[config.mk]
export PLATFORM = sky130hd
export DESIGN_NAME = sci_ctrl
export DESIGN_NICKNAME = d
export VERILOG_FILES = /design/src/rtl/sci_pkg.sv /design/src/rtl/sci_ctrl.sv
export SDC_FILE = /design/constraint.sdc
export NUM_CORES = 1
export LEC_CHECK = 0
export ABC_AREA = 0
export BUFFER_PORTS_ARGS = -buffer_cell sky130_fd_sc_hd__buf_4
export CAP_MARGIN = 15
export CORE_MARGIN = 5
export CORE_UTILIZATION = 45
export CTS_CLUSTER_SIZE = 40
export DETAILED_ROUTE_END_ITERATION = 16
export PLACE_DENSITY_LB_ADDON = 0.08
export SLEW_MARGIN = 20
export SYNTH_ARGS = -nofsm -noshare
export SYNTH_HDL_FRONTEND = slang
export SYNTH_SLANG_ARGS = --single-unit
[constraint.sdc]
create_clock -name clk -period 1.4 [get_ports clk]
set_input_delay 0.42 -clock clk [delete_from_list [all_inputs] [get_ports clk]]
set_output_delay 0.42 -clock clk [all_outputs]
set_load 0.05 [all_outputs]
[src/rtl/sci_pkg.sv]
// Shared constants and types of the segment corridor ink check.
// Used by every module of the block; depends on nothing else.
`timescale 1ns / 1ps

package sci_pkg;

  localparam int FRAME_WIDTH  = 256;
  localparam int FRAME_HEIGHT = 256;
  localparam int FRAME_DEPTH  = FRAME_WIDTH * FRAME_HEIGHT;
  localparam int ADDR_W       = $clog2(FRAME_DEPTH);
  localparam int INK_LIMIT    = 200;

  localparam int SQ_W    = 34;
  localparam int ROOT_W  = 17;
  localparam int N_W     = 13;
  localparam int CNT_W   = 18;
  localparam int DIV_N_W = 34;
  localparam int DIV_D_W = 18;

  localparam logic [1:0] CFG_MIN_LENGTH  = 2'd0;
  localparam logic [1:0] CFG_HALF_WIDTH  = 2'd1;
  localparam logic [1:0] CFG_MIN_DENSITY = 2'd2;

  localparam logic [1:0] VERDICT_ACCEPT = 2'd0;
  localparam logic [1:0] VERDICT_SHORT  = 2'd1;
  localparam logic [1:0] VERDICT_INK    = 2'd2;

  typedef enum logic [4:0] {
    CMD_NONE,
    CMD_WRITE,
    CMD_CAPTURE,
    CMD_SQUARE,
    CMD_SUM,
    CMD_ROOT_STEP,
    CMD_LENGTH,
    CMD_SCALE,
    CMD_TERMS,
    CMD_DIVX_GO,
    CMD_DIVX_END,
    CMD_DIVY_GO,
    CMD_DIVY_END,
    CMD_SAMPLE,
    CMD_DENS_GO,
    CMD_DENS_END,
    CMD_PRODUCT,
    CMD_VERDICT,
    CMD_RESULT
  } sci_cmd_t;

  typedef struct packed {
    logic root_last;
    logic is_short;
    logic is_zero;
    logic div_done;
    logic samp_last;
    logic no_samples;
    logic out_free;
  } sci_status_t;

endpackage

[src/rtl/sci_ctrl.sv]
// Controller state machine that sequences the datapath for loads and evaluations.
// Depends on sci_pkg for the command and status types.
`timescale 1ns / 1ps

module sci_ctrl import sci_pkg::*; (
  input  logic        clk,
  input  logic        rst_n,
  input  logic        in_valid,
  input  logic        in_req_type,
  input  sci_status_t status,
  output sci_cmd_t    cmd,
  output logic        in_stall
);

  typedef enum logic [4:0] {
    S_IDLE,
    S_SQUARE,
    S_SUM,
    S_ROOT,
    S_LENGTH,
    S_SCALE,
    S_TERMS,
    S_DIVX_GO,
    S_DIVX_WAIT,
    S_DIVY_GO,
    S_DIVY_WAIT,
    S_SAMPLE,
    S_DRAIN,
    S_DENS_GO,
    S_DENS_WAIT,
    S_PRODUCT,
    S_VERDICT,
    S_RESULT
  } state_t;

  state_t state_r, state_nxt;

  always_comb begin
    state_nxt = state_r;
    cmd       = CMD_NONE;
    unique case (state_r)
      S_IDLE: begin
        if (in_valid) begin
          if (in_req_type) begin
            cmd       = CMD_CAPTURE;
            state_nxt = S_SQUARE;
          end else begin
            cmd = CMD_WRITE;
          end
        end
      end
      S_SQUARE: begin
        cmd       = CMD_SQUARE;
        state_nxt = S_SUM;
      end
      S_SUM: begin
        cmd       = CMD_SUM;
        state_nxt = S_ROOT;
      end
      S_ROOT: begin
        cmd = CMD_ROOT_STEP;
        if (status.root_last) begin
          state_nxt = S_LENGTH;
        end
      end
      S_LENGTH: begin
        cmd = CMD_LENGTH;
        if (status.is_short) begin
          state_nxt = S_RESULT;
        end else if (status.is_zero) begin
          state_nxt = S_PRODUCT;
        end else begin
          state_nxt = S_SCALE;
        end
      end
      S_SCALE: begin
        cmd       = CMD_SCALE;
        state_nxt = S_TERMS;
      end
      S_TERMS: begin
        cmd       = CMD_TERMS;
        state_nxt = S_DIVX_GO;
      end
      S_DIVX_GO: begin
        cmd       = CMD_DIVX_GO;
        state_nxt = S_DIVX_WAIT;
      end
      S_DIVX_WAIT: begin
        if (status.div_done) begin
          cmd       = CMD_DIVX_END;
          state_nxt = S_DIVY_GO;
        end
      end
      S_DIVY_GO: begin
        cmd       = CMD_DIVY_GO;
        state_nxt = S_DIVY_WAIT;
      end
      S_DIVY_WAIT: begin
        if (status.div_done) begin
          cmd       = CMD_DIVY_END;
          state_nxt = S_SAMPLE;
        end
      end
      S_SAMPLE: begin
        cmd = CMD_SAMPLE;
        if (status.samp_last) begin
          state_nxt = S_DRAIN;
        end
      end
      S_DRAIN: begin
        state_nxt = S_DENS_GO;
      end
      S_DENS_GO: begin
        if (status.no_samples) begin
          state_nxt = S_PRODUCT;
        end else begin
          cmd       = CMD_DENS_GO;
          state_nxt = S_DENS_WAIT;
        end
      end
      S_DENS_WAIT: begin
        if (status.div_done) begin
          cmd       = CMD_DENS_END;
          state_nxt = S_PRODUCT;
        end
      end
      S_PRODUCT: begin
        cmd       = CMD_PRODUCT;
        state_nxt = S_VERDICT;
      end
      S_VERDICT: begin
        cmd       = CMD_VERDICT;
        state_nxt = S_RESULT;
      end
      S_RESULT: begin
        if (status.out_free) begin
          cmd       = CMD_RESULT;
          state_nxt = S_IDLE;
        end
      end
      default: begin
        state_nxt = S_IDLE;
      end
    endcase
  end

  always_ff @(posedge clk) begin
    if (!rst_n) begin
      state_r <= S_IDLE;
    end else begin
      state_r <= state_nxt;
    end
  end

  assign in_stall = (state_r != S_IDLE);

endmodule

==> impl_metrics.ini, run 1 <==
[logic_synthesis]
synth-main-ff-cell = dfxtp_1
synth-seq-cells = 5
seq_area_frac_synth_pct = 16.2
synth_edf_count = 0
synthesis.instances = 89
synth_warnings = 0
synth_area_per_cell_um2 = 6.96
ys_types = 37
synth.net_count = 100
synthArstFlopShare_pct = 0
syn_area_um2 = 619

[placement]
portBuffers = 16
dpl-instance-area_um2 = 988
placedCellCount = 139
place.gp.congestion = 0.896
dp_hpwl_mm = 1.68

[pwr]
power_density_mw_per_mm2 = 2040
ir_worst_vdd_uv = 1290
p_leak_nw = 0.535

[worst_setup_path]
critical_path.max_fanout = 6
required_ps = 980
arrival_ps = 1560
startpoint_type = register
end_kind = output pin
critPathKind = reg -> out

[sta]
worst_slew_pin_slew_ps = 431
whs_ps = 443
rsz0062_at_grt = yes
final.period_utilization_pct = 142
relSlewSlack_pct = 71.0
setup_ws_ps = -582
period_minus_slack_ps = 1980
skew_ps = 4.75
hold_viol_final = 0
max_freq_ghz = 0.505
setup_viol = 9
slew_viol_final = 0

[cells_and_area]
area_growth_pct = 96.8
layout_common_cells = 38 x buf_4, 10 x buf_6, 6 x nor2_1, 6 x nand2_1
regMostFlops = state_r
final_common_cell = buf_4
final_core_util_pct = 93.7
drive_gt1_share_pct = 62.2
nets = 147
stdcell_count = 150
largest_reg_flops = 5
fillCellCount = 42
final_area_mm2 = 0.00122
antenna_cells = 0
top_regs = state_r x5

[drt]
drc = 0
first_pass_iters = 4
wl_mm = 3.25
routedWlPerCell_um = 21.7
via_count = 999
dr.first_iter.drc_count = 64
drt-vias-per-instance = 6.66
antenna_left = 0

[cts]
cts_tree = built
clock-sinks = 5
numCtsBuffers = 3
clock_latency_ps = 250
cts.path.max_buffers = 2
clk_pin_slew_ps = 50
h-tree-depth = 1
cts_root_buf = clkbuf_4
hold_buffers = 0

[die]
die_h_um = 47.1
dieWidth_um = 47.1
start_util_pct = 47.6
rows = 13
dieArea_mm2 = 0.00222
coreArea_mm2 = 0.00130
ioPinCount = 17

[status]
violations = negative setup slack
outcome = finished with violations

[job]
maxCapViolations = 0

[grt]
grt_pass1_wl_mm = 4.34
grt_overflow_total = 0
antenna_found_initial = 0
grt_pass1_vias = 892
grt_util_all_layers_pct = 27.9
grt_max_degree = 11

[min_path]
hold_path_class = in -> reg
[cells in the mapped netlist, drive strengths merged (2+ instances only)]
cell type  n  area (um2)
a211oi     2        15.0
a21oi      9        45.0
a32oi      2        17.5
buf        9        52.6
dfxtp      5         100
inv        2        7.51
mux2i      4        40.0
nand2      7        26.3
nand2b     4        25.0
nand4b     3        26.3
nor2       9        33.8
nor2b      5        31.3
nor3       3        15.0
o21ai      4        20.0
o22ai      3        18.8
[cell type report]
class / count / area (um2) / share of cell area, %
clock buffers: 3 / 22.5 / 1.85
well taps: 15 / 18.8 / 1.54
flip-flops and latches: 5 / 119 / 9.75
clock inverters: 1 / 5.00 / 0.411
repair buffers: 51 / 433 / 35.5
multi-input cells: 73 / 611 / 50.1
inverters: 2 / 10.0 / 0.821
[power by group]
part	internal, W	total (W)	switching (W)
sequential	0.000198	0.000280	0.0000817
combinational	0.000921	0.00203	0.00111
clock	0.000104	0.000176	0.0000723
[stage by stage]
step                power, W  setup TNS, ps  setup WS (ps)
global route         0.00260          -3710           -632
global placement     0.00179          -2090           -437
floorplan            0.00134          -1430           -331
detailed placement   0.00183          -2490           -516
CTS                  0.00228          -2480           -473
finish               0.00248          -3100           -582
[path summary, 6_finish.rpt]
check | slack, ps | end | cells after the start | start
worst max register to register | -170 | state_r[4]$_SDFFE_PN0P_ | 5 | state_r[3]$_SDFFE_PN0P_
worst max-delay path | -580 | cmd[1] | 5 | state_r[2]$_SDFFE_PN0P_
worst min register to register | 700 | state_r[0]$_SDFFE_PN0P_ | 3 | state_r[0]$_SDFFE_PN0P_
worst min-delay path | 440 | state_r[1]$_SDFFE_PN0P_ | 2 | rst_n
[per-layer routing]
| metal | track usage, % | vias up | wire [um] |
|---|---|---|---|
| met5 | 0 | - | 0 |
| met4 | 8.29 | 0 | 137 |
| met3 | 3.45 | 19 | 308 |
| met2 | 49.3 | 80 | 1630 |
| met1 | 35.1 | 474 | 1180 |
| li1 | - | 426 | - |
[worst max-delay path, cell delays in order (launching register included)]
cell      delay [ps]
dfxtp_4          380
nor2b_2          180
a21oi_1          230
o32a_1           240
o221ai_4         110
buf_6            160
[cell families after synthesis]
logic type / synth area share (%)
simple gates: 36.8
compound gates: 30.9
buf+inv: 9.70
flops: 16.2
mux: 6.46
[repair_timing]
item	4_1_cts	5_1_grt
buffers inserted	6	2
endpoints found under the hold margin	0	0
pin swaps	8	5
resized for setup	34	9
endpoints found under the setup margin	9	10
Power figures use the tool's default switching activity.
==> run 2, diff against run 1 <==
--- a/config.mk
+++ b/config.mk
@@ -8,10 +8,10 @@
 export ABC_AREA = 0
 export BUFFER_PORTS_ARGS = -buffer_cell sky130_fd_sc_hd__buf_4
 export CAP_MARGIN = 15
-export CORE_MARGIN = 5
-export CORE_UTILIZATION = 45
+export CORE_AREA = 5 5 42 44
 export CTS_CLUSTER_SIZE = 40
 export DETAILED_ROUTE_END_ITERATION = 16
+export DIE_AREA = 0 0 47 49
 export PLACE_DENSITY_LB_ADDON = 0.08
 export SLEW_MARGIN = 20
 export SYNTH_ARGS = -nofsm -noshare
==> constraint.sdc (replaced) <==
create_clock -name clk -period 2.1 [get_ports clk]
set_input_delay 0.63 -clock clk [delete_from_list [all_inputs] [get_ports clk]]
set_output_delay 0.63 -clock clk [all_outputs]
set_load 0.05 [all_outputs]
==> run 2 against run 1 <==
  * The flow now finishes without violations
  * Critical endpoint unchanged
  * Sequential share of layout area up 1.6 points
  * Power decreased by 46%
  * Design area is 16% lower
  * Highest routed layer unchanged
  * Register-to-register slack gained 830 ps
  * Routed wire length is 40% lower
  * Die area is 3.8% higher
  * Critical path depth did not move
  * Non-clock buffer count shrank 20
  * Hold slack better by 180 ps
  * Final cell count decreased by 13%
  * Global-route usage is 8.1 points lower
==> impl_metrics.ini, run 2 (synthesis results as in run 1) <==
[cells_and_area]
drive_gt1_share_pct = 50.4
final_core_util_pct = 73.3
top_regs = state_r x5
final_common_cell = buf_4
layout_common_cells = 22 x buf_4, 9 x buf_6, 7 x nor2_1, 7 x nand2_1, 5 x a21oi_1
regMostFlops = state_r
nets = 127
stdcell_count = 131
antenna_cells = 0
fillCellCount = 112
largest_reg_flops = 5
area_growth_pct = 65.9

[sta]
setup_viol = 0
whs_ps = 626
relSlewSlack_pct = 78.8
period_minus_slack_ps = 2090
hold_viol_final = 0
final.period_utilization_pct = 99.4
skew_ps = 0.963
worst_slew_pin_slew_ps = 315
max_freq_ghz = 0.479
slew_viol_final = 0
rsz0062_at_grt = yes

[grt]
grt_util_all_layers_pct = 19.8
use_met3_pct = 5.54
grt_pass1_vias = 760
grt_pass1_wl_mm = 3.44
antenna_found_initial = 0
use_met2_pct = 30.8
grt_max_degree = 16
globalRouteMet1Util_pct = 26.5
grt_overflow_total = 0
grt_busiest_layer = met2

[status]
outcome = completed

[pwr]
intPower_w = 0.000665
p_total_w = 0.00135
swShare_pct = 50.7
p_seq_share_pct = 14.6
p_sw_w = 0.000684
pwr-share-clk_pct = 8.3
ir_worst_vdd_uv = 707
p_comb_share_pct = 77.1
power_density_mw_per_mm2 = 1310
p_leak_nw = 0.426

[cts]
hold_buffers = 0
clock_latency_ps = 240
clk_pin_slew_ps = 40
h-tree-depth = 1
clock-sinks = 5
cts.path.max_buffers = 2
cts_tree = built
numCtsBuffers = 3
cts_root_buf = clkbuf_4

[die]
start_util_pct = 44.2
ioPinCount = 17
die_h_um = 49
dieArea_mm2 = 0.00230
dieWidth_um = 47
rows = 14
coreArea_mm2 = 0.00140

[min_path]
worstHoldEndpoint = state_r[3]$_SDFFE_PN0P_
holdPathStages = 2
min_from = state_r[3]$_SDFFE_PN0P_
hold_path_class = reg -> reg

[drt]
drt-vias-per-instance = 5.88
routedWlPerCell_um = 14.9
drc = 0
first_pass_iters = 4
dr.first_iter.drc_count = 19
antenna_left = 0
wl_mm = 1.96
via_count = 770

[worst_setup_path]
reg2reg_from = state_r[4]$_SDFFE_PN0P_
startpoint = status[3]
arrival_ps = 1460
reg2reg_depth = 5
rr_endpoint = state_r[1]$_SDFFE_PN0P_
critPathKind = in -> out
critical_path.max_fanout = 4
startpoint_type = input pin
end_kind = output pin
r2r_slack_ps = 660
required_ps = 1470

[placement]
place.gp.congestion = 0.838
placedCellCount = 123
portBuffers = 16
dp_hpwl_mm = 1.31

[job]
maxCapViolations = 0
[run 2: cell types whose count changed in the layout (fill, tap and decap cells not counted), moves of 2 or more]
cell	before	now
buf_4	38	22
buf_8	2	0
nor2b_2	2	0
nor2b_4	2	4
[run 2: timing repair]
| item | in CTS | in global routing |
|---|---|---|
| endpoints found under the hold margin | 0 | 0 |
| gates cloned | 0 | 0 |
| resized for setup | 22 | 15 |
| buffers inserted | 3 | 1 |
| pin swaps | 2 | 5 |
| setup endpoints to repair | 5 | 5 |
[run 2: critical path: stages]
cell	delay [ps]
buf_6	90
a21oi_2	50
o32a_1	310
o221ai_2	200
buf_6	180
[run 2: power groups by stage]
stage,registers (W),clock network [W],logic [W]
final,0.000197,0.000112,0.00104
after global routing,0.000206,0.000127,0.00112
after CTS,0.000185,0.000116,0.000968
after detailed placement,0.000179,0,0.000844
after global placement,0.000179,0,0.000836
after floorplan,0.000135,0,0.000666
[run 2: worst max path at each step]
stage	to	slack, ps	cells after the start
2_1_floorplan	cmd[2]	-40	3
3_3_place_gp	cmd[2]	-140	5
3_5_place_dp	cmd[2]	-140	5
4_1_cts	cmd[2]	-0.01	5
5_1_grt	cmd[1]	-80	5
6_report	cmd[1]	10	5
[run 2: routing by layer]
layer | vias to the layer above | part of all wire (%)
li1 | 387 | -
met4 | 0 | 0.72
met5 | - | 0
met1 | 361 | 43
met3 | 2 | 5.1
met2 | 20 | 51
[run 2: cell type report]
cell class,count,area (um2),area share [%]
Tap cell,16,20.0,1.95
Multi-Input combinational cell,73,591,57.5
Sequential cell,5,116,11.3
Inverter,2,7.51,0.731
Timing Repair Buffer,31,267,25.9
Clock buffer,4,26.3,2.56
[run 2: metrics by stage]
step           setup slack (ps)  area, um2   TNS, ps
3_5_place_dp               -143        836      -423
5_1_grt                   -78.2       1030      -154
2_1_floorplan             -36.7        666     -64.0
3_3_place_gp               -137        836      -385
4_1_cts                -0.00999        965  -0.00999
6_report                   12.0       1030         0
==> run 3, diff against run 2 <==
--- a/config.mk
+++ b/config.mk
@@ -6,7 +6,7 @@
 export NUM_CORES = 1
 export LEC_CHECK = 0
 export ABC_AREA = 0
-export BUFFER_PORTS_ARGS = -buffer_cell sky130_fd_sc_hd__buf_4
+export BUFFER_PORTS_ARGS = -buffer_cell sky130_fd_sc_hd__buf_2
 export CAP_MARGIN = 15
 export CORE_AREA = 5 5 42 44
 export CTS_CLUSTER_SIZE = 40
==> run 3 against run 2 <==
  * Non-clock buffer count rose by 4
  * Global-route usage is 0.32 points higher
  * Clock power is 5% higher
  * Utilization increased by 0.98 points
  * Critical path type is now reg -> out
==> impl_metrics.ini, run 3 (synthesis results as in run 1) <==
[status]
outcome = completed

[cts]
numCtsBuffers = 3
cts.path.max_buffers = 2
h-tree-depth = 1
cts_tree = built
clock_latency_ps = 250
cts_root_buf = clkbuf_4
hold_buffers = 0
clock-sinks = 5
clk_pin_slew_ps = 50

[pwr]
pwr-share-clk_pct = 8.7
p_total_w = 0.00135
ir_worst_vdd_uv = 851
p_seq_share_pct = 14.4
intPower_w = 0.000670
swShare_pct = 50.5
p_leak_nw = 0.441
p_sw_w = 0.000685
power_density_mw_per_mm2 = 1300
p_comb_share_pct = 76.9

[grt]
use_met2_pct = 31.2
globalRouteMet1Util_pct = 24.0
grt_max_degree = 12
grt_pass1_wl_mm = 3.31
grt_overflow_total = 0
use_met3_pct = 6.64
grt_pass1_vias = 735
antenna_found_initial = 0
grt_busiest_layer = met2
grt_util_all_layers_pct = 20.2

[worst_setup_path]
startpoint_type = register
reg2reg_from = state_r[4]$_SDFFE_PN0P_
path_common_cell = a21oi_1
slowest_delay_ps = 400
end_kind = output pin
critical_path.max_fanout = 7
reg2reg_depth = 5
critPathKind = reg -> out
r2r_slack_ps = 580
path_cells = inv_1 -> a21oi_1 -> a21oi_1 -> a211oi_4 -> buf_6
cpMaxStageDelayCell = dfxtp_4
required_ps = 1470
crit_end = cmd[2]
arrival_ps = 1450
rr_endpoint = state_r[1]$_SDFFE_PN0P_
startpoint = state_r[0]$_SDFFE_PN0P_

[min_path]
hold_path_class = in -> reg

[sta]
max_freq_ghz = 0.481
whs_ps = 654
hold_viol_final = 0
worst_slew_pin_slew_ps = 282
relSlewSlack_pct = 81.0
slew_viol_final = 0
period_minus_slack_ps = 2080
setup_ws_ps = 20.8
skew_ps = 4.79
setup_viol = 0
fin_tns_setup_ps = 0
rsz0062_at_grt = yes
final.period_utilization_pct = 99.0

[cells_and_area]
drive_gt1_share_pct = 51.3
seq_area_um2 = 116
antenna_cells = 0
area_growth_pct = 68.1
largest_reg_flops = 5
multi_input_area_um2 = 582
final_common_cell = buf_4
fillCellCount = 113
regMostFlops = state_r
final_core_util_pct = 74.3
top_regs = state_r x5
nets = 131
layout_common_cells = 17 x buf_4, 10 x buf_2, 7 x nor2_1, 7 x nand2_1, 6 x a21oi_1

[drt]
dr.first_iter.drc_count = 14
routedWlPerCell_um = 14.9
drt-vias-per-instance = 5.88
drc = 0
via_count = 794
antenna_left = 0
wl_mm = 2.02
first_pass_iters = 4

[placement]
dp_hpwl_mm = 1.41
portBuffers = 16
place.gp.congestion = 0.837
dp_slack_ps = -250

[die]
die_h_um = 49
dieWidth_um = 47
ioPinCount = 17
rows = 14
start_util_pct = 44.2
dieArea_mm2 = 0.00230
coreArea_mm2 = 0.00140

[job]
maxCapViolations = 0
-- run 3: cell count changes in the layout (fill, tap and decap cells not counted), sizes merged --
cell,change
buf,+4
-- run 3: power groups by stage --
stage	clock (W)	combinational, W	sequential, W
after CTS	0.000118	0.000969	0.000184
after detailed placement	0	0.000831	0.000178
after global placement	0	0.000817	0.000179
final	0.000118	0.00104	0.000195
after global routing	0.000132	0.00112	0.000199
after floorplan	0	0.000666	0.000135
-- run 3: worst min-delay path by stage --
stage	end	start	slack, ps	cells past startpoint
floorplan	state_r[3]$_SDFFE_PN0P_	state_r[0]$_SDFFE_PN0P_	730	4
global placement	state_r[0]$_SDFFE_PN0P_	state_r[0]$_SDFFE_PN0P_	710	3
detailed placement	state_r[0]$_SDFFE_PN0P_	state_r[0]$_SDFFE_PN0P_	730	3
CTS	state_r[1]$_SDFFE_PN0P_	rst_n	660	2
global route	state_r[1]$_SDFFE_PN0P_	rst_n	660	2
finish	state_r[1]$_SDFFE_PN0P_	rst_n	650	2
-- run 3: final cells by class --
type	count	share of cell area, %
flip-flops and latches	5	11.2
inverters	2	0.721
well taps	16	1.92
repair buffers	35	27.8
multi-input cells	73	55.9
clock buffers	4	2.52
-- run 3: through the flow --
step / cell area (um2) / instances
2_1_floorplan: 666 / 89
3_3_place_gp: 831 / 126
3_5_place_dp: 831 / 126
4_1_cts: 957 / 132
5_1_grt: 1040 / 135
6_report: 1040 / 135
-- run 3: what timing repair did --
| action | 4_1_cts | 5_1_grt |
|---|---|---|
| pin swaps | 4 | 3 |
| gates resized for setup | 24 | 16 |
| buffers inserted | 2 | 3 |
| cloned | 0 | 0 |
| endpoints found under the setup margin | 5 | 5 |
-- run 3: routing by layer --
layer  share of wire, %  vias to the layer above
met3                4.2                        4
met1                 45                      378
met2                 49                       16
met4                2.2                        0
met5                  0                        -
li1                   -                      396
-- run 3: worst max-delay path, delay by kind of cell, from the launching register on --
| family | cells | cell delay, ps |
|---|---|---|
| compound gates | 3 | 480 |
| buf+inv | 2 | 300 |
| flops | 1 | 400 |
